[src/sv/dsms_pkg.sv]
// ----------------------------------------------------------------------------
// dsms_pkg
// Shared types and constants of the daily schedule motor sequencer.
// ----------------------------------------------------------------------------
package dsms_pkg;

  // Field and datapath widths
  localparam int TIME_W     = 17;
  localparam int MPD_W      = 16;
  localparam int CMD_W      = 2;
  localparam int DRV_W      = 2;
  localparam int SEQ_W      = 3;
  localparam int TIMER_W    = 32;
  localparam int PROD_W     = 2 * TIME_W;
  localparam int CNT_W      = $clog2(PROD_W + 1);
  localparam int CFG_IDX_W  = 3;
  localparam int CFG_DATA_W = TIME_W;

  // Register reset values
  localparam logic [TIME_W-1:0] START_RST = TIME_W'(32400);
  localparam logic [TIME_W-1:0] STOP_RST  = TIME_W'(64800);
  localparam logic [TIME_W-1:0] NIGHT_RST = TIME_W'(72000);
  localparam logic [TIME_W-1:0] MOVE_RST  = TIME_W'(330);
  localparam logic [MPD_W-1:0]  MPD_RST   = MPD_W'(30);

  // Item kind
  localparam logic MODE_TICK = 1'b0;

  typedef enum logic [SEQ_W-1:0] {
    ST_MANUAL       = 3'd0,
    ST_FIND_START   = 3'd1,
    ST_WAIT_MORNING = 3'd2,
    ST_MOVING       = 3'd3,
    ST_PAUSING      = 3'd4,
    ST_WAIT_NIGHT   = 3'd5
  } seq_state_e;

  typedef enum logic [DRV_W-1:0] {
    DRV_STOP    = 2'd0,
    DRV_FORWARD = 2'd1,
    DRV_BACK    = 2'd2
  } drive_e;

  typedef enum logic [CMD_W-1:0] {
    CMD_STOP    = 2'd0,
    CMD_AUTO    = 2'd1,
    CMD_FORWARD = 2'd2,
    CMD_BACK    = 2'd3
  } cmd_e;

  typedef enum logic [CFG_IDX_W-1:0] {
    CFG_START = 3'd0,
    CFG_STOP  = 3'd1,
    CFG_NIGHT = 3'd2,
    CFG_MOVE  = 3'd3,
    CFG_MPD   = 3'd4
  } cfg_idx_e;

  typedef enum logic [3:0] {
    C_IDLE,
    C_EVAL,
    C_PER_GO,
    C_PER_WAIT,
    C_SCL_GO,
    C_SCL_WAIT,
    C_ON_GO,
    C_ON_WAIT,
    C_DONE
  } ctrl_state_e;

  // Schedule registers as seen by the sequencer
  typedef struct packed {
    logic [TIME_W-1:0] start_time;
    logic [TIME_W-1:0] stop_time;
    logic [TIME_W-1:0] night_time;
    logic [TIME_W-1:0] move_time;
    logic [MPD_W-1:0]  moves_per_day;
  } cfg_t;

  // Divider request
  typedef struct packed {
    logic              start;
    logic              wide;
    logic [PROD_W-1:0] dividend;
    logic [TIME_W-1:0] divisor;
  } div_req_t;

  // Divider response
  typedef struct packed {
    logic              done;
    logic [TIME_W-1:0] quotient;
  } div_rsp_t;

endpackage

[src/sv/dsms_if.sv]
// ----------------------------------------------------------------------------
// dsms_in_if / dsms_out_if
// Valid/ready channels for input items and result items.
// ----------------------------------------------------------------------------
interface dsms_in_if;
  logic                        valid;
  logic                        ready;
  logic                        mode;
  logic [dsms_pkg::CMD_W-1:0]  command;
  logic [dsms_pkg::TIME_W-1:0] now_sec;
  logic                        at_start;

  modport source (output valid, mode, command, now_sec, at_start, input ready);
  modport sink   (input valid, mode, command, now_sec, at_start, output ready);
endinterface

interface dsms_out_if;
  logic                       valid;
  logic                       ready;
  logic                       drive_valid;
  logic [dsms_pkg::DRV_W-1:0] drive_cmd;
  logic [dsms_pkg::SEQ_W-1:0] seq_state;

  modport source (output valid, drive_valid, drive_cmd, seq_state, input ready);
  modport sink   (input valid, drive_valid, drive_cmd, seq_state, output ready);
endinterface

[src/sv/dsms_cfg.sv]
// ----------------------------------------------------------------------------
// dsms_cfg
// Schedule register file; a zero moves-per-day field is stored as one.
// ----------------------------------------------------------------------------
module dsms_cfg (
  input  logic                            clk_i,
  input  logic                            rst_ni,
  input  logic                            cfg_we_i,
  input  logic [dsms_pkg::CFG_IDX_W-1:0]  cfg_idx_i,
  input  logic [dsms_pkg::CFG_DATA_W-1:0] cfg_data_i,
  output dsms_pkg::cfg_t                  cfg_o
);

  dsms_pkg::cfg_t              cfg_q, cfg_d;
  logic [dsms_pkg::MPD_W-1:0]  mpd_wr;

  // Clamp a zero move count to one
  assign mpd_wr = (cfg_data_i[dsms_pkg::MPD_W-1:0] == '0) ?
                  dsms_pkg::MPD_W'(1) : cfg_data_i[dsms_pkg::MPD_W-1:0];

  // Decode the register write
  always_comb begin
    cfg_d = cfg_q;
    if (cfg_we_i) begin
      case (dsms_pkg::cfg_idx_e'(cfg_idx_i))
        dsms_pkg::CFG_START: cfg_d.start_time    = cfg_data_i;
        dsms_pkg::CFG_STOP:  cfg_d.stop_time     = cfg_data_i;
        dsms_pkg::CFG_NIGHT: cfg_d.night_time    = cfg_data_i;
        dsms_pkg::CFG_MOVE:  cfg_d.move_time     = cfg_data_i;
        dsms_pkg::CFG_MPD:   cfg_d.moves_per_day = mpd_wr;
        default:             cfg_d = cfg_q;
      endcase
    end
  end

  // Hold the registers
  always_ff @(posedge clk_i or negedge rst_ni) begin
    if (!rst_ni) begin
      cfg_q.start_time    <= dsms_pkg::START_RST;
      cfg_q.stop_time     <= dsms_pkg::STOP_RST;
      cfg_q.night_time    <= dsms_pkg::NIGHT_RST;
      cfg_q.move_time     <= dsms_pkg::MOVE_RST;
      cfg_q.moves_per_day <= dsms_pkg::MPD_RST;
    end else begin
      cfg_q <= cfg_d;
    end
  end

  assign cfg_o = cfg_q;

endmodule

[src/sv/dsms_div.sv]
// ----------------------------------------------------------------------------
// dsms_div
// Shared restoring divider, one quotient bit per cycle. A narrow request
// divides a TIME_W-bit dividend in TIME_W steps, a wide one a PROD_W-bit
// dividend in PROD_W steps. The quotient must fit in TIME_W bits.
// ----------------------------------------------------------------------------
module dsms_div (
  input  logic               clk_i,
  input  logic               rst_ni,
  input  dsms_pkg::div_req_t req_i,
  output dsms_pkg::div_rsp_t rsp_o
);

  localparam int TW = dsms_pkg::TIME_W;
  localparam int PW = dsms_pkg::PROD_W;
  localparam int CW = dsms_pkg::CNT_W;

  logic          busy_q, busy_d;
  logic          done_q, done_d;
  logic [CW-1:0] cnt_q, cnt_d;
  logic [TW-1:0] rem_q, rem_d;
  logic [PW-1:0] quo_q, quo_d;
  logic [TW-1:0] div_q;
  logic [TW:0]   trial;
  logic [TW+1:0] diff;
  logic          ge;

  // One restoring step
  assign trial = {rem_q, quo_q[PW-1]};
  assign diff  = {1'b0, trial} - {2'b00, div_q};
  assign ge    = ~diff[TW+1];

  // Load on request, otherwise iterate while busy
  always_comb begin
    busy_d = busy_q;
    done_d = 1'b0;
    cnt_d  = cnt_q;
    rem_d  = rem_q;
    quo_d  = quo_q;
    if (req_i.start) begin
      busy_d = 1'b1;
      rem_d  = '0;
      if (req_i.wide) begin
        quo_d = req_i.dividend;
        cnt_d = CW'(PW);
      end else begin
        quo_d = {req_i.dividend[TW-1:0], {(PW-TW){1'b0}}};
        cnt_d = CW'(TW);
      end
    end else if (busy_q) begin
      rem_d = ge ? diff[TW-1:0] : trial[TW-1:0];
      quo_d = {quo_q[PW-2:0], ge};
      cnt_d = cnt_q - 1'b1;
      if (cnt_q == CW'(1)) begin
        busy_d = 1'b0;
        done_d = 1'b1;
      end
    end
  end

  // Control state
  always_ff @(posedge clk_i or negedge rst_ni) begin
    if (!rst_ni) begin
      busy_q <= 1'b0;
      done_q <= 1'b0;
      cnt_q  <= '0;
    end else begin
      busy_q <= busy_d;
      done_q <= done_d;
      cnt_q  <= cnt_d;
    end
  end

  // Datapath
  always_ff @(posedge clk_i) begin
    rem_q <= rem_d;
    quo_q <= quo_d;
    if (req_i.start) begin
      div_q <= req_i.divisor;
    end
  end

  assign rsp_o.done     = done_q;
  assign rsp_o.quotient = quo_q[TW-1:0];

endmodule

[src/sv/daily_schedule_motor_sequencer_core.sv]
// Flow: an accepted input beat is evaluated in C_EVAL, runs the divisions it needs
// (new move period, new on time or both; the on time scaled for a mid-span start) and
// is then registered in the output register once that is empty or being taken.
// Throughput: one beat at a time; the next input beat is taken only after the last
// result is loaded, so it waits on the shared bit-serial divider and output stalls.
// Reset: asynchronous; clears sequence, timers and output valid, loads schedule.
// ----------------------------------------------------------------------------
// daily_schedule_motor_sequencer_core
// Tick/command driven daily motor sequencer with one shared divider.
// ----------------------------------------------------------------------------
module daily_schedule_motor_sequencer_core #(
  parameter int TICKS_PER_SECOND = 10
) (
  input  logic                            clk_i,
  input  logic                            rst_ni,
  input  logic                            cfg_we_i,
  input  logic [dsms_pkg::CFG_IDX_W-1:0]  cfg_idx_i,
  input  logic [dsms_pkg::CFG_DATA_W-1:0] cfg_data_i,
  dsms_in_if.sink                         in_i,
  dsms_out_if.source                      out_o
);

  localparam int TW    = dsms_pkg::TIME_W;
  localparam int PW    = dsms_pkg::PROD_W;
  localparam int TMW   = dsms_pkg::TIMER_W;
  localparam int PRE_W = $clog2(TICKS_PER_SECOND + 1);

  dsms_pkg::cfg_t        cfg;
  dsms_pkg::div_req_t    div_req;
  dsms_pkg::div_rsp_t    div_rsp;
  dsms_pkg::ctrl_state_e ctrl_q, ctrl_d;

  // Item registers
  logic                       item_mode_q;
  logic [dsms_pkg::CMD_W-1:0] item_cmd_q;
  logic [TW-1:0]              item_now_q;
  logic                       item_at_start_q;

  // Sequence state
  dsms_pkg::seq_state_e seq_q;
  logic [PRE_W-1:0]     pre_q;
  logic [TMW-1:0]       timer_q;
  logic [TW-1:0]        period_mag_q;
  logic                 period_neg_q;
  logic [TW-1:0]        on_time_q;
  logic [PW-1:0]        prod_q;
  logic                 span_neg_q;
  logic [TW-1:0]        span_mag_q;
  logic                 need_scl_q, need_on_q;

  // Pending and output result
  logic                 res_dv_q;
  dsms_pkg::drive_e     res_dc_q;
  logic                 out_valid_q;
  logic                 out_dv_q;
  dsms_pkg::drive_e     out_dc_q;
  dsms_pkg::seq_state_e out_seq_q;
  logic                 out_load;

  // Evaluation results
  logic [PRE_W-1:0]     pre_inc, pre_n;
  logic                 sec_wrap;
  logic [TMW-1:0]       timer_n;
  logic                 span_neg;
  logic [TW-1:0]        span_mag;
  logic [TW-1:0]        pos;
  dsms_pkg::seq_state_e ev_seq;
  logic                 ev_dv;
  dsms_pkg::drive_e     ev_dc;
  logic                 ev_clr, ev_per, ev_scl, ev_on, ev_zero_on;

  dsms_cfg u_cfg (
    .clk_i      (clk_i),
    .rst_ni     (rst_ni),
    .cfg_we_i   (cfg_we_i),
    .cfg_idx_i  (cfg_idx_i),
    .cfg_data_i (cfg_data_i),
    .cfg_o      (cfg)
  );

  dsms_div u_div (
    .clk_i  (clk_i),
    .rst_ni (rst_ni),
    .req_i  (div_req),
    .rsp_o  (div_rsp)
  );

  // Advance prescaler and seconds timer
  assign pre_inc  = pre_q + 1'b1;
  assign sec_wrap = (pre_inc >= PRE_W'(TICKS_PER_SECOND));
  assign pre_n    = sec_wrap ? '0 : pre_inc;
  assign timer_n  = sec_wrap ? timer_q + 1'b1 : timer_q;

  // Span magnitude and sign, offset into the span
  assign span_neg = (cfg.stop_time < cfg.start_time);
  assign span_mag = span_neg ? cfg.start_time - cfg.stop_time
                             : cfg.stop_time - cfg.start_time;
  assign pos      = item_now_q - cfg.start_time;

  // Decide the sequence step for the held item
  always_comb begin
    ev_seq     = seq_q;
    ev_dv      = 1'b0;
    ev_dc      = dsms_pkg::DRV_STOP;
    ev_clr     = 1'b0;
    ev_per     = 1'b0;
    ev_scl     = 1'b0;
    ev_on      = 1'b0;
    ev_zero_on = 1'b0;
    if (item_mode_q != dsms_pkg::MODE_TICK) begin
      ev_dv = 1'b1;
      unique case (dsms_pkg::cmd_e'(item_cmd_q))
        dsms_pkg::CMD_STOP: begin
          ev_seq = dsms_pkg::ST_MANUAL;
          ev_dc  = dsms_pkg::DRV_STOP;
        end
        dsms_pkg::CMD_AUTO: begin
          ev_seq = dsms_pkg::ST_FIND_START;
          ev_dc  = dsms_pkg::DRV_BACK;
        end
        dsms_pkg::CMD_FORWARD: begin
          ev_seq = dsms_pkg::ST_MANUAL;
          ev_dc  = dsms_pkg::DRV_FORWARD;
        end
        dsms_pkg::CMD_BACK: begin
          ev_seq = dsms_pkg::ST_MANUAL;
          ev_dc  = dsms_pkg::DRV_BACK;
        end
      endcase
    end else begin
      case (seq_q)
        dsms_pkg::ST_FIND_START: begin
          if (!item_at_start_q) begin
            ev_dv = 1'b1;
            if (item_now_q >= cfg.start_time && cfg.stop_time >= item_now_q) begin
              ev_per     = 1'b1;
              ev_zero_on = (span_mag == '0);
              ev_scl     = (span_mag != '0);
              ev_clr     = 1'b1;
              ev_dc      = dsms_pkg::DRV_FORWARD;
              ev_seq     = dsms_pkg::ST_MOVING;
            end else begin
              ev_dc  = dsms_pkg::DRV_STOP;
              ev_seq = dsms_pkg::ST_WAIT_MORNING;
            end
          end
        end
        dsms_pkg::ST_WAIT_MORNING: begin
          if (item_now_q == cfg.start_time) begin
            ev_per = 1'b1;
            ev_on  = 1'b1;
            ev_clr = 1'b1;
            ev_dv  = 1'b1;
            ev_dc  = dsms_pkg::DRV_FORWARD;
            ev_seq = dsms_pkg::ST_MOVING;
          end
        end
        dsms_pkg::ST_MOVING: begin
          if (item_now_q >= cfg.stop_time) begin
            ev_dv  = 1'b1;
            ev_dc  = dsms_pkg::DRV_STOP;
            ev_seq = dsms_pkg::ST_WAIT_NIGHT;
          end else if (timer_n > TMW'(on_time_q)) begin
            ev_dv  = 1'b1;
            ev_dc  = dsms_pkg::DRV_STOP;
            ev_seq = dsms_pkg::ST_PAUSING;
          end
        end
        dsms_pkg::ST_PAUSING: begin
          if (item_now_q >= cfg.stop_time) begin
            ev_seq = dsms_pkg::ST_WAIT_NIGHT;
          end else if (!period_neg_q && timer_n >= TMW'(period_mag_q)) begin
            ev_clr = 1'b1;
            ev_on  = 1'b1;
            ev_dv  = 1'b1;
            ev_dc  = dsms_pkg::DRV_FORWARD;
            ev_seq = dsms_pkg::ST_MOVING;
          end
        end
        dsms_pkg::ST_WAIT_NIGHT: begin
          if (item_now_q >= cfg.night_time) begin
            ev_dv  = 1'b1;
            ev_dc  = dsms_pkg::DRV_BACK;
            ev_seq = dsms_pkg::ST_FIND_START;
          end
        end
        default: begin
          ev_seq = seq_q;
        end
      endcase
    end
  end

  // Load the output register in C_DONE when it is empty or being taken
  assign out_load = (ctrl_q == dsms_pkg::C_DONE) && (!out_valid_q || out_o.ready);

  // Sequencer next state
  always_comb begin
    ctrl_d = ctrl_q;
    unique case (ctrl_q)
      dsms_pkg::C_IDLE: begin
        if (in_i.valid) ctrl_d = dsms_pkg::C_EVAL;
      end
      dsms_pkg::C_EVAL: begin
        priority if (ev_per) ctrl_d = dsms_pkg::C_PER_GO;
        else if (ev_on)      ctrl_d = dsms_pkg::C_ON_GO;
        else                 ctrl_d = dsms_pkg::C_DONE;
      end
      dsms_pkg::C_PER_GO:  ctrl_d = dsms_pkg::C_PER_WAIT;
      dsms_pkg::C_PER_WAIT: begin
        if (div_rsp.done) begin
          priority if (need_scl_q) ctrl_d = dsms_pkg::C_SCL_GO;
          else if (need_on_q)      ctrl_d = dsms_pkg::C_ON_GO;
          else                     ctrl_d = dsms_pkg::C_DONE;
        end
      end
      dsms_pkg::C_SCL_GO:  ctrl_d = dsms_pkg::C_SCL_WAIT;
      dsms_pkg::C_SCL_WAIT: begin
        if (div_rsp.done) ctrl_d = dsms_pkg::C_DONE;
      end
      dsms_pkg::C_ON_GO:   ctrl_d = dsms_pkg::C_ON_WAIT;
      dsms_pkg::C_ON_WAIT: begin
        if (div_rsp.done) ctrl_d = dsms_pkg::C_DONE;
      end
      dsms_pkg::C_DONE: begin
        if (out_load) ctrl_d = dsms_pkg::C_IDLE;
      end
      default: ctrl_d = dsms_pkg::C_IDLE;
    endcase
  end

  // Sequencer outputs: handshake and divider operand select
  always_comb begin
    in_i.ready       = 1'b0;
    div_req.start    = 1'b0;
    div_req.wide     = 1'b0;
    div_req.dividend = PW'(span_mag_q);
    div_req.divisor  = TW'(cfg.moves_per_day);
    unique case (ctrl_q)
      dsms_pkg::C_IDLE:   in_i.ready = 1'b1;
      dsms_pkg::C_PER_GO: div_req.start = 1'b1;
      dsms_pkg::C_SCL_GO: begin
        div_req.start    = 1'b1;
        div_req.wide     = 1'b1;
        div_req.dividend = prod_q;
        div_req.divisor  = span_mag_q;
      end
      dsms_pkg::C_ON_GO: begin
        div_req.start    = 1'b1;
        div_req.dividend = PW'(cfg.move_time);
      end
      default: div_req.start = 1'b0;
    endcase
  end

  // Control state
  always_ff @(posedge clk_i or negedge rst_ni) begin
    if (!rst_ni) begin
      ctrl_q       <= dsms_pkg::C_IDLE;
      seq_q        <= dsms_pkg::ST_MANUAL;
      pre_q        <= '0;
      timer_q      <= '0;
      period_mag_q <= '0;
      period_neg_q <= 1'b0;
      on_time_q    <= '0;
      need_scl_q   <= 1'b0;
      need_on_q    <= 1'b0;
      out_valid_q  <= 1'b0;
    end else begin
      ctrl_q <= ctrl_d;
      // Commit the step of the held item
      if (ctrl_q == dsms_pkg::C_EVAL) begin
        seq_q      <= ev_seq;
        need_scl_q <= ev_scl;
        need_on_q  <= ev_on;
        if (item_mode_q == dsms_pkg::MODE_TICK) begin
          pre_q   <= pre_n;
          timer_q <= ev_clr ? '0 : timer_n;
        end
        if (ev_zero_on) on_time_q <= '0;
      end
      // Capture division results
      if (div_rsp.done) begin
        if (ctrl_q == dsms_pkg::C_PER_WAIT) begin
          period_mag_q <= div_rsp.quotient;
          period_neg_q <= span_neg_q && (div_rsp.quotient != '0);
        end else if (ctrl_q == dsms_pkg::C_SCL_WAIT || ctrl_q == dsms_pkg::C_ON_WAIT) begin
          on_time_q <= div_rsp.quotient;
        end
      end
      // Output beat valid
      if (out_load) begin
        out_valid_q <= 1'b1;
      end else if (out_o.ready) begin
        out_valid_q <= 1'b0;
      end
    end
  end

  // Payload registers
  always_ff @(posedge clk_i) begin
    if (in_i.valid && in_i.ready) begin
      item_mode_q     <= in_i.mode;
      item_cmd_q      <= in_i.command;
      item_now_q      <= in_i.now_sec;
      item_at_start_q <= in_i.at_start;
    end
    if (ctrl_q == dsms_pkg::C_EVAL) begin
      res_dv_q   <= ev_dv;
      res_dc_q   <= ev_dc;
      span_neg_q <= span_neg;
      span_mag_q <= span_mag;
      prod_q     <= PW'(pos) * PW'(cfg.move_time);
    end
    if (out_load) begin
      out_dv_q  <= res_dv_q;
      out_dc_q  <= res_dc_q;
      out_seq_q <= seq_q;
    end
  end

  assign out_o.valid       = out_valid_q;
  assign out_o.drive_valid = out_dv_q;
  assign out_o.drive_cmd   = out_dc_q;
  assign out_o.seq_state   = out_seq_q;

endmodule

[src/flat_wrapper.sv]
// flat-port wrapper written by rule: the top's interface ports become plain ports
module daily_schedule_motor_sequencer_core_flat 
#(
  parameter int TICKS_PER_SECOND = 10
)
  (clk_i, rst_ni, cfg_we_i, cfg_idx_i, cfg_data_i, in_i_valid, in_i_mode, in_i_command, in_i_now_sec, in_i_at_start, in_i_ready, out_o_valid, out_o_drive_valid, out_o_drive_cmd, out_o_seq_state, out_o_ready);
  dsms_in_if in_i_i ();
  dsms_out_if out_o_i ();
  input  logic clk_i;
  input  logic rst_ni;
  input  logic cfg_we_i;
  input  logic [dsms_pkg::CFG_IDX_W-1:0] cfg_idx_i;
  input  logic [dsms_pkg::CFG_DATA_W-1:0] cfg_data_i;
  input wire logic [$bits(in_i_i.valid)-1:0] in_i_valid;
  input wire logic [$bits(in_i_i.mode)-1:0] in_i_mode;
  input wire logic [$bits(in_i_i.command)-1:0] in_i_command;
  input wire logic [$bits(in_i_i.now_sec)-1:0] in_i_now_sec;
  input wire logic [$bits(in_i_i.at_start)-1:0] in_i_at_start;
  output wire logic [$bits(in_i_i.ready)-1:0] in_i_ready;
  output wire logic [$bits(out_o_i.valid)-1:0] out_o_valid;
  output wire logic [$bits(out_o_i.drive_valid)-1:0] out_o_drive_valid;
  output wire logic [$bits(out_o_i.drive_cmd)-1:0] out_o_drive_cmd;
  output wire logic [$bits(out_o_i.seq_state)-1:0] out_o_seq_state;
  input wire logic [$bits(out_o_i.ready)-1:0] out_o_ready;
  assign in_i_i.valid = in_i_valid;
  assign in_i_i.mode = in_i_mode;
  assign in_i_i.command = in_i_command;
  assign in_i_i.now_sec = in_i_now_sec;
  assign in_i_i.at_start = in_i_at_start;
  assign in_i_ready = in_i_i.ready;
  assign out_o_valid = out_o_i.valid;
  assign out_o_drive_valid = out_o_i.drive_valid;
  assign out_o_drive_cmd = out_o_i.drive_cmd;
  assign out_o_seq_state = out_o_i.seq_state;
  assign out_o_i.ready = out_o_ready;
  daily_schedule_motor_sequencer_core #(.TICKS_PER_SECOND(TICKS_PER_SECOND)) u_core (.clk_i(clk_i), .rst_ni(rst_ni), .cfg_we_i(cfg_we_i), .cfg_idx_i(cfg_idx_i), .cfg_data_i(cfg_data_i), .in_i(in_i_i), .out_o(out_o_i));
endmodule
[config.mk]
export PLATFORM = sky130hd
export DESIGN_NAME = daily_schedule_motor_sequencer_core_flat
export DESIGN_NICKNAME = d
export VERILOG_FILES = /design/src/sv/dsms_pkg.sv /design/src/sv/dsms_if.sv /design/src/sv/dsms_cfg.sv /design/src/sv/dsms_div.sv /design/src/sv/daily_schedule_motor_sequencer_core.sv /design/src/flat_wrapper.sv
export SDC_FILE = /design/constraint.sdc
export NUM_CORES = 1
export LEC_CHECK = 0
export ABC_AREA = 1
export BUFFER_PORTS_ARGS = -buffer_cell sky130_fd_sc_hd__clkbuf_2
export CAP_MARGIN = 20
export CORE_ASPECT_RATIO = 2
export CORE_MARGIN = 5
export CORE_UTILIZATION = 64
export DETAILED_ROUTE_END_ITERATION = 12
export PLACE_DENSITY = 0.81
export SETUP_SLACK_MARGIN = 0.1
export SYNTH_ARGS = -nofsm -noshare
export SYNTH_HDL_FRONTEND = slang
export SYNTH_HIERARCHICAL = 1
export SYNTH_SLANG_ARGS = --single-unit
[constraint.sdc]
create_clock -name clk_i -period 19 [get_ports clk_i]
set_input_delay 1.9 -clock clk_i [delete_from_list [all_inputs] [get_ports clk_i]]
set_output_delay 1.9 -clock clk_i [all_outputs]
set_load 0.005 [all_outputs]
==> results of run 1 <==
worst min-delay path by stage:
stage                             startpoint                                  end
2_1_floorplan   u_core/res_dc_q[0]$_DFFE_PN_  u_core/out_o.drive_cmd[0]$_DFFE_PP_
3_3_place_gp   u_core/res_dv_q$_SDFFCE_PP1N_   u_core/out_o.drive_valid$_DFFE_PP_
3_5_place_dp    u_core/res_dc_q[1]$_DFFE_PN_  u_core/out_o.drive_cmd[1]$_DFFE_PP_
4_1_cts         u_core/res_dc_q[1]$_DFFE_PN_  u_core/out_o.drive_cmd[1]$_DFFE_PP_
5_1_grt         u_core/res_dc_q[1]$_DFFE_PN_  u_core/out_o.drive_cmd[1]$_DFFE_PP_
6_report        u_core/res_dc_q[1]$_DFFE_PN_  u_core/out_o.drive_cmd[1]$_DFFE_PP_
stage by stage:
stage | std cells | cell area [um2] | setup WS (ps)
after floorplan | 3769 | 29700 | 11750
after global placement | 4283 | 30200 | 11020
after detailed placement | 4283 | 30200 | 10860
after CTS | 4341 | 31200 | 10820
after global routing | 4341 | 31200 | 10290
final | 4341 | 31200 | 10780
worst register-to-register path: cells and delay by family, from the launching register on:
kind                       cells  cell delay (ps)
DFF                            1              550
xor gates and xnor gates       1              160
and+or+nand+nor                4              850
AOI/OAI and AO/OA             11             1970
buffers and inverters          7              740
adders and majority gates      8             3680
routing by layer:
metal / vias to the layer above / wire (um)
li1: 11700 / -
met1: 11900 / 28100
met2: 1016 / 42800
met3: 418 / 5510
met4: 0 / 9010
met5: - / 0
Yosys cell counts (4+ instances only):
master	n
sky130_fd_sc_hd__a21boi_0	4
sky130_fd_sc_hd__a21o_1	11
sky130_fd_sc_hd__a21oi_1	129
sky130_fd_sc_hd__a31oi_1	8
sky130_fd_sc_hd__and2_1	5
sky130_fd_sc_hd__buf_2	21
sky130_fd_sc_hd__buf_4	24
sky130_fd_sc_hd__buf_6	4
sky130_fd_sc_hd__clkbuf_1	69
sky130_fd_sc_hd__clkinv_1	12
sky130_fd_sc_hd__dfrtp_1	144
sky130_fd_sc_hd__dfstp_2	29
sky130_fd_sc_hd__dfxtp_1	17
sky130_fd_sc_hd__edfxtp_1	133
sky130_fd_sc_hd__fa_1	228
sky130_fd_sc_hd__ha_1	249
sky130_fd_sc_hd__inv_1	714
sky130_fd_sc_hd__inv_2	5
sky130_fd_sc_hd__nand2_1	957
sky130_fd_sc_hd__nand2_2	16
sky130_fd_sc_hd__nand3_1	145
sky130_fd_sc_hd__nand3_2	30
sky130_fd_sc_hd__nand3b_1	4
sky130_fd_sc_hd__nand4_1	41
sky130_fd_sc_hd__nor2_1	321
sky130_fd_sc_hd__nor2_2	4
sky130_fd_sc_hd__nor3_1	34
sky130_fd_sc_hd__nor4_1	14
sky130_fd_sc_hd__o211ai_1	44
sky130_fd_sc_hd__o21a_1	4
sky130_fd_sc_hd__o21ai_0	159
sky130_fd_sc_hd__o21ai_1	55
sky130_fd_sc_hd__o21bai_1	11
sky130_fd_sc_hd__o31ai_1	8
sky130_fd_sc_hd__or2_2	8
sky130_fd_sc_hd__xnor2_1	18
sky130_fd_sc_hd__xor2_1	63
kinds of logic (layout without fill, tap and decap cells):
logic type	after synthesis	after routing
and+or+nand+nor	1592	1592
AOI/OAI and AO/OA	443	443
buffers and inverters	852	859
xor gates and xnor gates	81	81
muxes	1	1
DFF	323	323
adders and majority gates	477	477
sequential cells by signal, summed over array words and instances, names as in the netlist, 32 cells and up:
register            count
u_core/u_cfg/cfg_o     84
u_core/prod_q          34
u_core/timer_q         32
u_core/u_div/quo_q     34
layout make-up:
class | count | area (um2)
clock buffer | 44 | 875
clock inverter | 14 | 194
fill | 3856 | 14600
inverter | 732 | 2750
multi-input combinational | 2594 | 17600
sequential | 323 | 8700
tap | 565 | 707
timing repair buffer | 69 | 392
==> impl_table.tex, run 1 <==
\begin{tabular}{lr}
\hline
Metric & Value \\
\hline
\multicolumn{2}{l}{\textbf{STA}} \\
\quad Actual transition at the worst max-transition pin & 1150 ps \\
\quad Count of final hold-check violations & 0 \\
\quad Setup repair after global routing missed its margin & false \\
\quad Worst hold margin & 422 ps \\
\quad Final clock period utilization by the worst path & 43.3\% \\
\quad Setup TNS & 0 ps \\
\quad Fin Clk Skew & 27.6 ps \\
\quad Normalized max-slew margin & 23.0\% \\
\quad Final number of setup-violating endpoints & 0 \\
\quad Period minus WS final & 8220 ps \\
\quad Slew Viols, Final & 0 \\
\quad Fmax & 122 MHz \\
\multicolumn{2}{l}{\textbf{Clock network}} \\
\quad Clock transition at the registers of the reported paths & 70 ps \\
\quad Number of levels in the clock H-tree & 1 \\
\quad Largest buffer count on any clock path & 3 \\
\quad Cts-stage hold buffer count & 0 \\
\quad Number of buffers created by CTS & 31 \\
\quad Latest clock arrival within the worst-skew pair & 600 ps \\
\quad Cells resized by post-CTS repair & 0 \\
\quad Clock root buffer master & sky130\_fd\_sc\_hd\_\_clkbuf\_16 \\
\quad Postcts setup bufs & 0 \\
\quad Clock tree sinks & 323 \\
\quad TritonCTS clock tree & built \\
\multicolumn{2}{l}{\textbf{Worst setup path}} \\
\quad Required time of the critical path & 19330 ps \\
\quad Cell class contributing the biggest share of worst-path delay & adder cells \\
\quad Cell depth of the worst setup path & 31 \\
\quad Largest stage delay, worst path & 550 ps \\
\quad CP max stage cell & sky130\_fd\_sc\_hd\_\_dfstp\_2 \\
\quad Worst Reg2Reg Path Length in Cells & 31 \\
\quad Crit path buf inv count & 7 \\
\quad Setup crit start kind & flop \\
\quad Worst setup startpoint & u\_core/u\_cfg/cfg\_o[71]\$\_DFFE\_PN1P\_ \\
\quad Capturing instance or port of the critical path & u\_core/prod\_q[27]\$\_DFFE\_PN\_ \\
\quad FF-to-FF setup slack & 10780 ps \\
\quad Crit path DAT & 8550 ps \\
\quad Maximum fanout encountered on the critical timing path & 10 \\
\quad Capture instance of the worst register-to-register path & u\_core/prod\_q[27]\$\_DFFE\_PN\_ \\
\quad Critical path endpoint category & flop \\
\quad Crit Path Class & flop to flop \\
\quad RR Startpoint & u\_core/u\_cfg/cfg\_o[71]\$\_DFFE\_PN1P\_ \\
\multicolumn{2}{l}{\textbf{Die}} \\
\quad Area enclosed by the die boundary & 51000 um2 \\
\quad Starting density of the core & 64.7\% \\
\quad Number of placement rows & 111 \\
\quad Top Ports & 54 \\
\quad Die Width & 162 um \\
\quad Height of the chip & 314 um \\
\quad Floorplan Core Area & 45800 um2 \\
\multicolumn{2}{l}{\textbf{Yosys}} \\
\quad Leading post-synthesis cells by cell area & sky130\_fd\_sc\_hd\_\_fa\_1 (15\%), sky130\_fd\_sc\_hd\_\_edfxtp\_1 (13\%), sky130\_fd\_sc\_hd\_\_dfrtp\_1 (12\%) \\
\quad Netlist area before placement & 29700 um2 \\
\quad Number of enable-type register cells in the synthesized netlist & 133 \\
\quad Post-synthesis register bit count & 323 \\
\quad Adder-cell share of the synthesized area & 25.9\% \\
\quad Gate count of the mapped netlist & 3769 \\
\quad Synth Warn \# & 6 \\
\quad Compound-cell area share of the yosys netlist & 8.34\% \\
\quad Ys async rst share & 53.6\% \\
\quad Basic-gate share of the synthesized area counting and, or, nand and nor cells & 22.7\% \\
\quad Xor/xnor cell area share of the yosys netlist & 2.39\% \\
\quad Fraction of the yosys area taken by sequential cells & 29.3\% \\
\quad Post-Synthesis Mean Instance Area & 7.87 um2 \\
\quad Share of Yosys cell area claimed by the top area cell type & 15.4\% \\
\quad Library cell with the largest summed area after synthesis & sky130\_fd\_sc\_hd\_\_fa\_1 \\
\quad Number of distinct standard cells referenced by the synthesized netlist & 56 \\
\quad Largest family of logic cells by synthesized area & adder cells \\
\quad Synthesized net count & 4292 \\
\quad Leading register cell type out of synthesis & sky130\_fd\_sc\_hd\_\_dfrtp\_1 \\
\quad Share of cell area taken by muxes after synthesis & 0.0380\% \\
\multicolumn{2}{l}{\textbf{Cells and area}} \\
\quad Area growth from synthesis to layout & 5.33\% \\
\quad Layout Utilization & 68.2\% \\
\quad Fraction of final layout cells sized beyond drive strength 1 & 6.04\% \\
\quad Final layout net count & 4274 \\
\quad Commonest non-fill, non-tap cell in the layout & sky130\_fd\_sc\_hd\_\_nand2\_1 \\
\quad \# diodes & 0 \\
\quad Leading cell types in the layout, fill and taps excluded & sky130\_fd\_sc\_hd\_\_nand2\_1 (957), sky130\_fd\_sc\_hd\_\_inv\_1 (714), sky130\_fd\_sc\_hd\_\_nor2\_1 (318) \\
\multicolumn{2}{l}{\textbf{Placement}} \\
\quad Port bufs & 53 \\
\quad Detailed placement HPWL & 68100 um \\
\quad Routability congestion estimate from global placement & 1.02 \\
\multicolumn{2}{l}{\textbf{GRT}} \\
\quad Number of global-route vias before repair & 26000 \\
\quad Pin count of the biggest net entering global routing & 64 \\
\quad Global routing usage on met2 & 60.3\% \\
\quad Tot GR Track Use & 33.8\% \\
\quad Antenna violations before repair & 0 \\
\quad Global Route met3 Usage & 4.93\% \\
\quad Global Route met1 Usage & 34.4\% \\
\quad GRT busiest layer & met2 \\
\quad First-pass GRT wire length & 135000 um \\
\quad Total gr overflow & 0 \\
\multicolumn{2}{l}{\textbf{Route}} \\
\quad Routed wirelength normalized by instance count & 19.7 um \\
\quad Antenna Violating Nets Remaining & 0 \\
\quad Detailed-route via count & 25000 \\
\quad Detailed-route wire length & 85400 um \\
\quad First-pass detailed-route iteration total & 6 \\
\quad Number of DRC markers after the initial detailed-route iteration & 1825 \\
\quad Number of vias per cell & 5.77 \\
\quad Remaining design rule violation count & 0 \\
\multicolumn{2}{l}{\textbf{Worst hold path}} \\
\quad Worst min-delay path class & flop to flop \\
\quad Cells on Worst Hold Path & 0 \\
\multicolumn{2}{l}{\textbf{Run}} \\
\quad Max Cap Viol & 0 \\
\multicolumn{2}{l}{\textbf{Run status}} \\
\quad Status & complete, no violations \\
\hline
\end{tabular}
Power of run 1 is not shown: default switching activity piles up to over one toggle a cycle in this logic, so the estimate is an artifact.
==> run 2, diff against run 1 <==
--- a/config.mk
+++ b/config.mk
@@ -10,9 +10,9 @@
 export CAP_MARGIN = 20
 export CORE_ASPECT_RATIO = 2
 export CORE_MARGIN = 5
-export CORE_UTILIZATION = 64
+export CORE_UTILIZATION = 59
 export DETAILED_ROUTE_END_ITERATION = 12
-export PLACE_DENSITY = 0.81
+export PLACE_DENSITY = 0.79
 export SETUP_SLACK_MARGIN = 0.1
 export SYNTH_ARGS = -nofsm -noshare
 export SYNTH_HDL_FRONTEND = slang
==> constraint.sdc (replaced) <==
create_clock -name clk_i -period 7 [get_ports clk_i]
set_input_delay 0.7 -clock clk_i [delete_from_list [all_inputs] [get_ports clk_i]]
set_output_delay 0.7 -clock clk_i [all_outputs]
set_load 0.005 [all_outputs]
==> impl_table.tex, run 2 (same netlist as run 1, synthesis figures left out) <==
\begin{tabular}{lr}
\hline
Metric & Value \\
\hline
\multicolumn{2}{l}{\textbf{GRT}} \\
\quad Pin count of the biggest net entering global routing & 78 (was 64) \\
\quad Antenna violations before repair & 1 (was 0) \\
\quad Tot GR Track Use & 33.1\% (was 33.8\%) \\
\quad Total gr overflow & 0 (unchanged) \\
\quad First-pass GRT wire length & 143000 um (was 135000 um) \\
\quad Number of global-route vias before repair & 27300 (was 26000) \\
\multicolumn{2}{l}{\textbf{Route}} \\
\quad Number of vias per cell & 5.62 (was 5.77) \\
\quad Remaining design rule violation count & 0 (unchanged) \\
\quad Antenna Violating Nets Remaining & 0 (unchanged) \\
\quad Total met2 wirelength after detailed routing & 47900 um (was 42800 um) \\
\quad Met3 wire length & 5180 um (was 5510 um) \\
\quad Number of DRC markers after the initial detailed-route iteration & 1767 (was 1825) \\
\quad Top Metal Used & met5 (was met4) \\
\quad Detailed-route wire length & 92200 um (was 85400 um) \\
\quad First-pass detailed-route iteration total & 6 (unchanged) \\
\quad Met1 routed wirelength after detailed routing & 29500 um (was 28100 um) \\
\quad Detailed-route via count & 26300 (was 25000) \\
\quad Routed wirelength normalized by instance count & 19.7 um (about the same) \\
\multicolumn{2}{l}{\textbf{STA}} \\
\quad Fmax & 140 MHz (was 122 MHz) \\
\quad Period minus WS final & 7150 ps (was 8220 ps) \\
\quad Fin Clk Skew & 19.2 ps (was 27.6 ps) \\
\quad Setup repair after global routing missed its margin & true (was false) \\
\quad Count of final hold-check violations & 0 (unchanged) \\
\quad Final WS setup & -153 ps (was 10780 ps) \\
\quad Final clock period utilization by the worst path & 102\% (was 43.3\%) \\
\quad Slew Viols, Final & 0 (unchanged) \\
\quad Actual transition at the worst max-transition pin & 885 ps (was 1150 ps) \\
\quad Normalized max-slew margin & 40.8\% (was 23.0\%) \\
\quad Final number of setup-violating endpoints & 9 (was 0) \\
\multicolumn{2}{l}{\textbf{Cells and area}} \\
\quad Layout fillers & 4112 (was 3856) \\
\quad Commonest non-fill, non-tap cell in the layout & sky130\_fd\_sc\_hd\_\_nand2\_1 (unchanged) \\
\quad Final layout net count & 4528 (was 4274) \\
\quad Non-filler instance count after layout & 4679 (was 4341) \\
\quad Fraction of final layout cells sized beyond drive strength 1 & 16.1\% (was 6.04\%) \\
\quad Area growth from synthesis to layout & 15.3\% (was 5.33\%) \\
\quad Layout Utilization & 68.5\% (was 68.2\%) \\
\quad Number of flip-flops under the largest register name & 84 (unchanged) \\
\quad Leading cell types in the layout, fill and taps excluded & sky130\_fd\_sc\_hd\_\_nand2\_1 (919), sky130\_fd\_sc\_hd\_\_inv\_1 (683), sky130\_fd\_sc\_hd\_\_nor2\_1 (305) (was sky130\_fd\_sc\_hd\_\_nand2\_1 (957), sky130\_fd\_sc\_hd\_\_inv\_1 (714), sky130\_fd\_sc\_hd\_\_nor2\_1 (318)) \\
\quad \# diodes & 0 (unchanged) \\
\multicolumn{2}{l}{\textbf{Worst setup path}} \\
\quad Largest stage delay, worst path & 560 ps (was 550 ps) \\
\quad CP max stage cell & sky130\_fd\_sc\_hd\_\_fa\_2 (was sky130\_fd\_sc\_hd\_\_dfstp\_2) \\
\quad FF-to-FF setup slack & -150 ps (was 10780 ps) \\
\quad Setup crit start kind & flop (unchanged) \\
\quad Worst Reg2Reg Path Length in Cells & 33 (was 31) \\
\quad Most common cell on crit path & sky130\_fd\_sc\_hd\_\_inv\_2 \\
\quad Critical path endpoint category & flop (unchanged) \\
\quad Crit Path Class & flop to flop (unchanged) \\
\quad Maximum fanout encountered on the critical timing path & 4 (was 10) \\
\quad Crit path DAT & 7500 ps (was 8550 ps) \\
\quad Required time of the critical path & 7340 ps (was 19330 ps) \\
\quad Capture instance of the worst register-to-register path & u\_core/prod\_q[32]\$\_DFFE\_PN\_ (was u\_core/prod\_q[27]\$\_DFFE\_PN\_) \\
\quad RR Startpoint & u\_core/u\_cfg/cfg\_o[71]\$\_DFFE\_PN1P\_ (unchanged) \\
\multicolumn{2}{l}{\textbf{Placement}} \\
\quad Inst Count DP & 4553 (was 4283) \\
\quad Worst slack at placement & -374 ps (was 10860 ps) \\
\quad Detailed placement HPWL & 72100 um (was 68100 um) \\
\quad Port bufs & 53 (unchanged) \\
\quad Routability congestion estimate from global placement & 1.02 (about the same) \\
\multicolumn{2}{l}{\textbf{Clock network}} \\
\quad Number of buffers created by CTS & 31 (unchanged) \\
\quad Clock transition at the registers of the reported paths & 60 ps (was 70 ps) \\
\quad Latest clock arrival within the worst-skew pair & 600 ps (about the same) \\
\quad Clock tree sinks & 323 (unchanged) \\
\quad Clock root buffer master & sky130\_fd\_sc\_hd\_\_clkbuf\_16 (unchanged) \\
\quad Cts-stage hold buffer count & 0 (unchanged) \\
\quad Number of levels in the clock H-tree & 1 (unchanged) \\
\quad Largest buffer count on any clock path & 3 (unchanged) \\
\quad TritonCTS clock tree & built (unchanged) \\
\multicolumn{2}{l}{\textbf{Run status}} \\
\quad Status & finished with violations (was complete, no violations) \\
\quad Failing checks & negative setup slack \\
\multicolumn{2}{l}{\textbf{Die}} \\
\quad Floorplan Core Area & 49900 um2 (was 45800 um2) \\
\quad Number of placement rows & 116 (was 111) \\
\quad Area enclosed by the die boundary & 55100 um2 (was 51000 um2) \\
\quad Height of the chip & 327 um (was 314 um) \\
\quad Top Ports & 54 (unchanged) \\
\quad Die Width & 169 um (was 162 um) \\
\quad Starting density of the core & 59.4\% (was 64.7\%) \\
\multicolumn{2}{l}{\textbf{Worst hold path}} \\
\quad Worst min-delay path class & primary input to asynchronous set/reset pin (was flop to flop) \\
\multicolumn{2}{l}{\textbf{Run}} \\
\quad Max Cap Viol & 0 (unchanged) \\
\hline
\end{tabular}
run 2: repair_timing:
| item | CTS | global route |
|---|---|---|
| setup buffers | 54 | 15 |
| gates resized for setup | 108 | 116 |
| setup endpoints to repair | 17 | 75 |
| cloned | 0 | 3 |
| pin swaps | 71 | 72 |
run 2: stage by stage:
stage | instance area, um2 | hold slack (ps) | setup TNS [ps]
2_1_floorplan | 29800 | 400 | 0
3_3_place_gp | 31800 | 403 | -1600
3_5_place_dp | 31800 | 410 | -3180
4_1_cts | 33700 | 186 | -29.1
5_1_grt | 34200 | 193 | -4440
6_report | 34200 | 123 | -448
run 2: worst max-delay path by stage:
stage,from,end,slack [ps],cells past startpoint
2_1_floorplan,u_core/item_now_q[0]$_DFFE_PP_,u_core/prod_q[27]$_DFFE_PN_,120,34
3_3_place_gp,u_core/item_now_q[0]$_DFFE_PP_,u_core/prod_q[32]$_DFFE_PN_,-260,36
3_5_place_dp,u_core/item_now_q[0]$_DFFE_PP_,u_core/prod_q[32]$_DFFE_PN_,-370,36
4_1_cts,u_core/item_now_q[0]$_DFFE_PP_,u_core/prod_q[32]$_DFFE_PN_,-30,37
5_1_grt,u_core/u_cfg/cfg_o[71]$_DFFE_PN1P_,u_core/prod_q[32]$_DFFE_PN_,-500,33
6_report,u_core/u_cfg/cfg_o[71]$_DFFE_PN1P_,u_core/prod_q[32]$_DFFE_PN_,-150,33
run 2: area by class of cell:
class	instances	area [um2]	area share (%)
multi-input cells	2597	18500	54.2
flip-flops and latches	323	8700	25.4
inverters	732	2780	8.12
repair buffers	320	2380	6.95
well taps	649	812	2.37
clock buffers	36	795	2.32
clock inverters	22	216	0.633
run 2: worst max-delay path: cells and delay by family (launching register included):
family | cells | cell delay, ps
fa+ha+maj | 8 | 3570
flops | 1 | 540
xor+xnor | 1 | 50
buf+inv | 8 | 650
compound gates | 7 | 1040
simple gates | 9 | 1020
run 2: layer usage:
| layer | global-route usage, % | vias up |
|---|---|---|
| li1 | - | 12300 |
| met3 | 4.33 | 467 |
| met2 | 61.1 | 1003 |
| met5 | 0 | - |
| met4 | 26.1 | 2 |
| met1 | 32.8 | 12600 |
Power of run 2 is left out for the same reason.
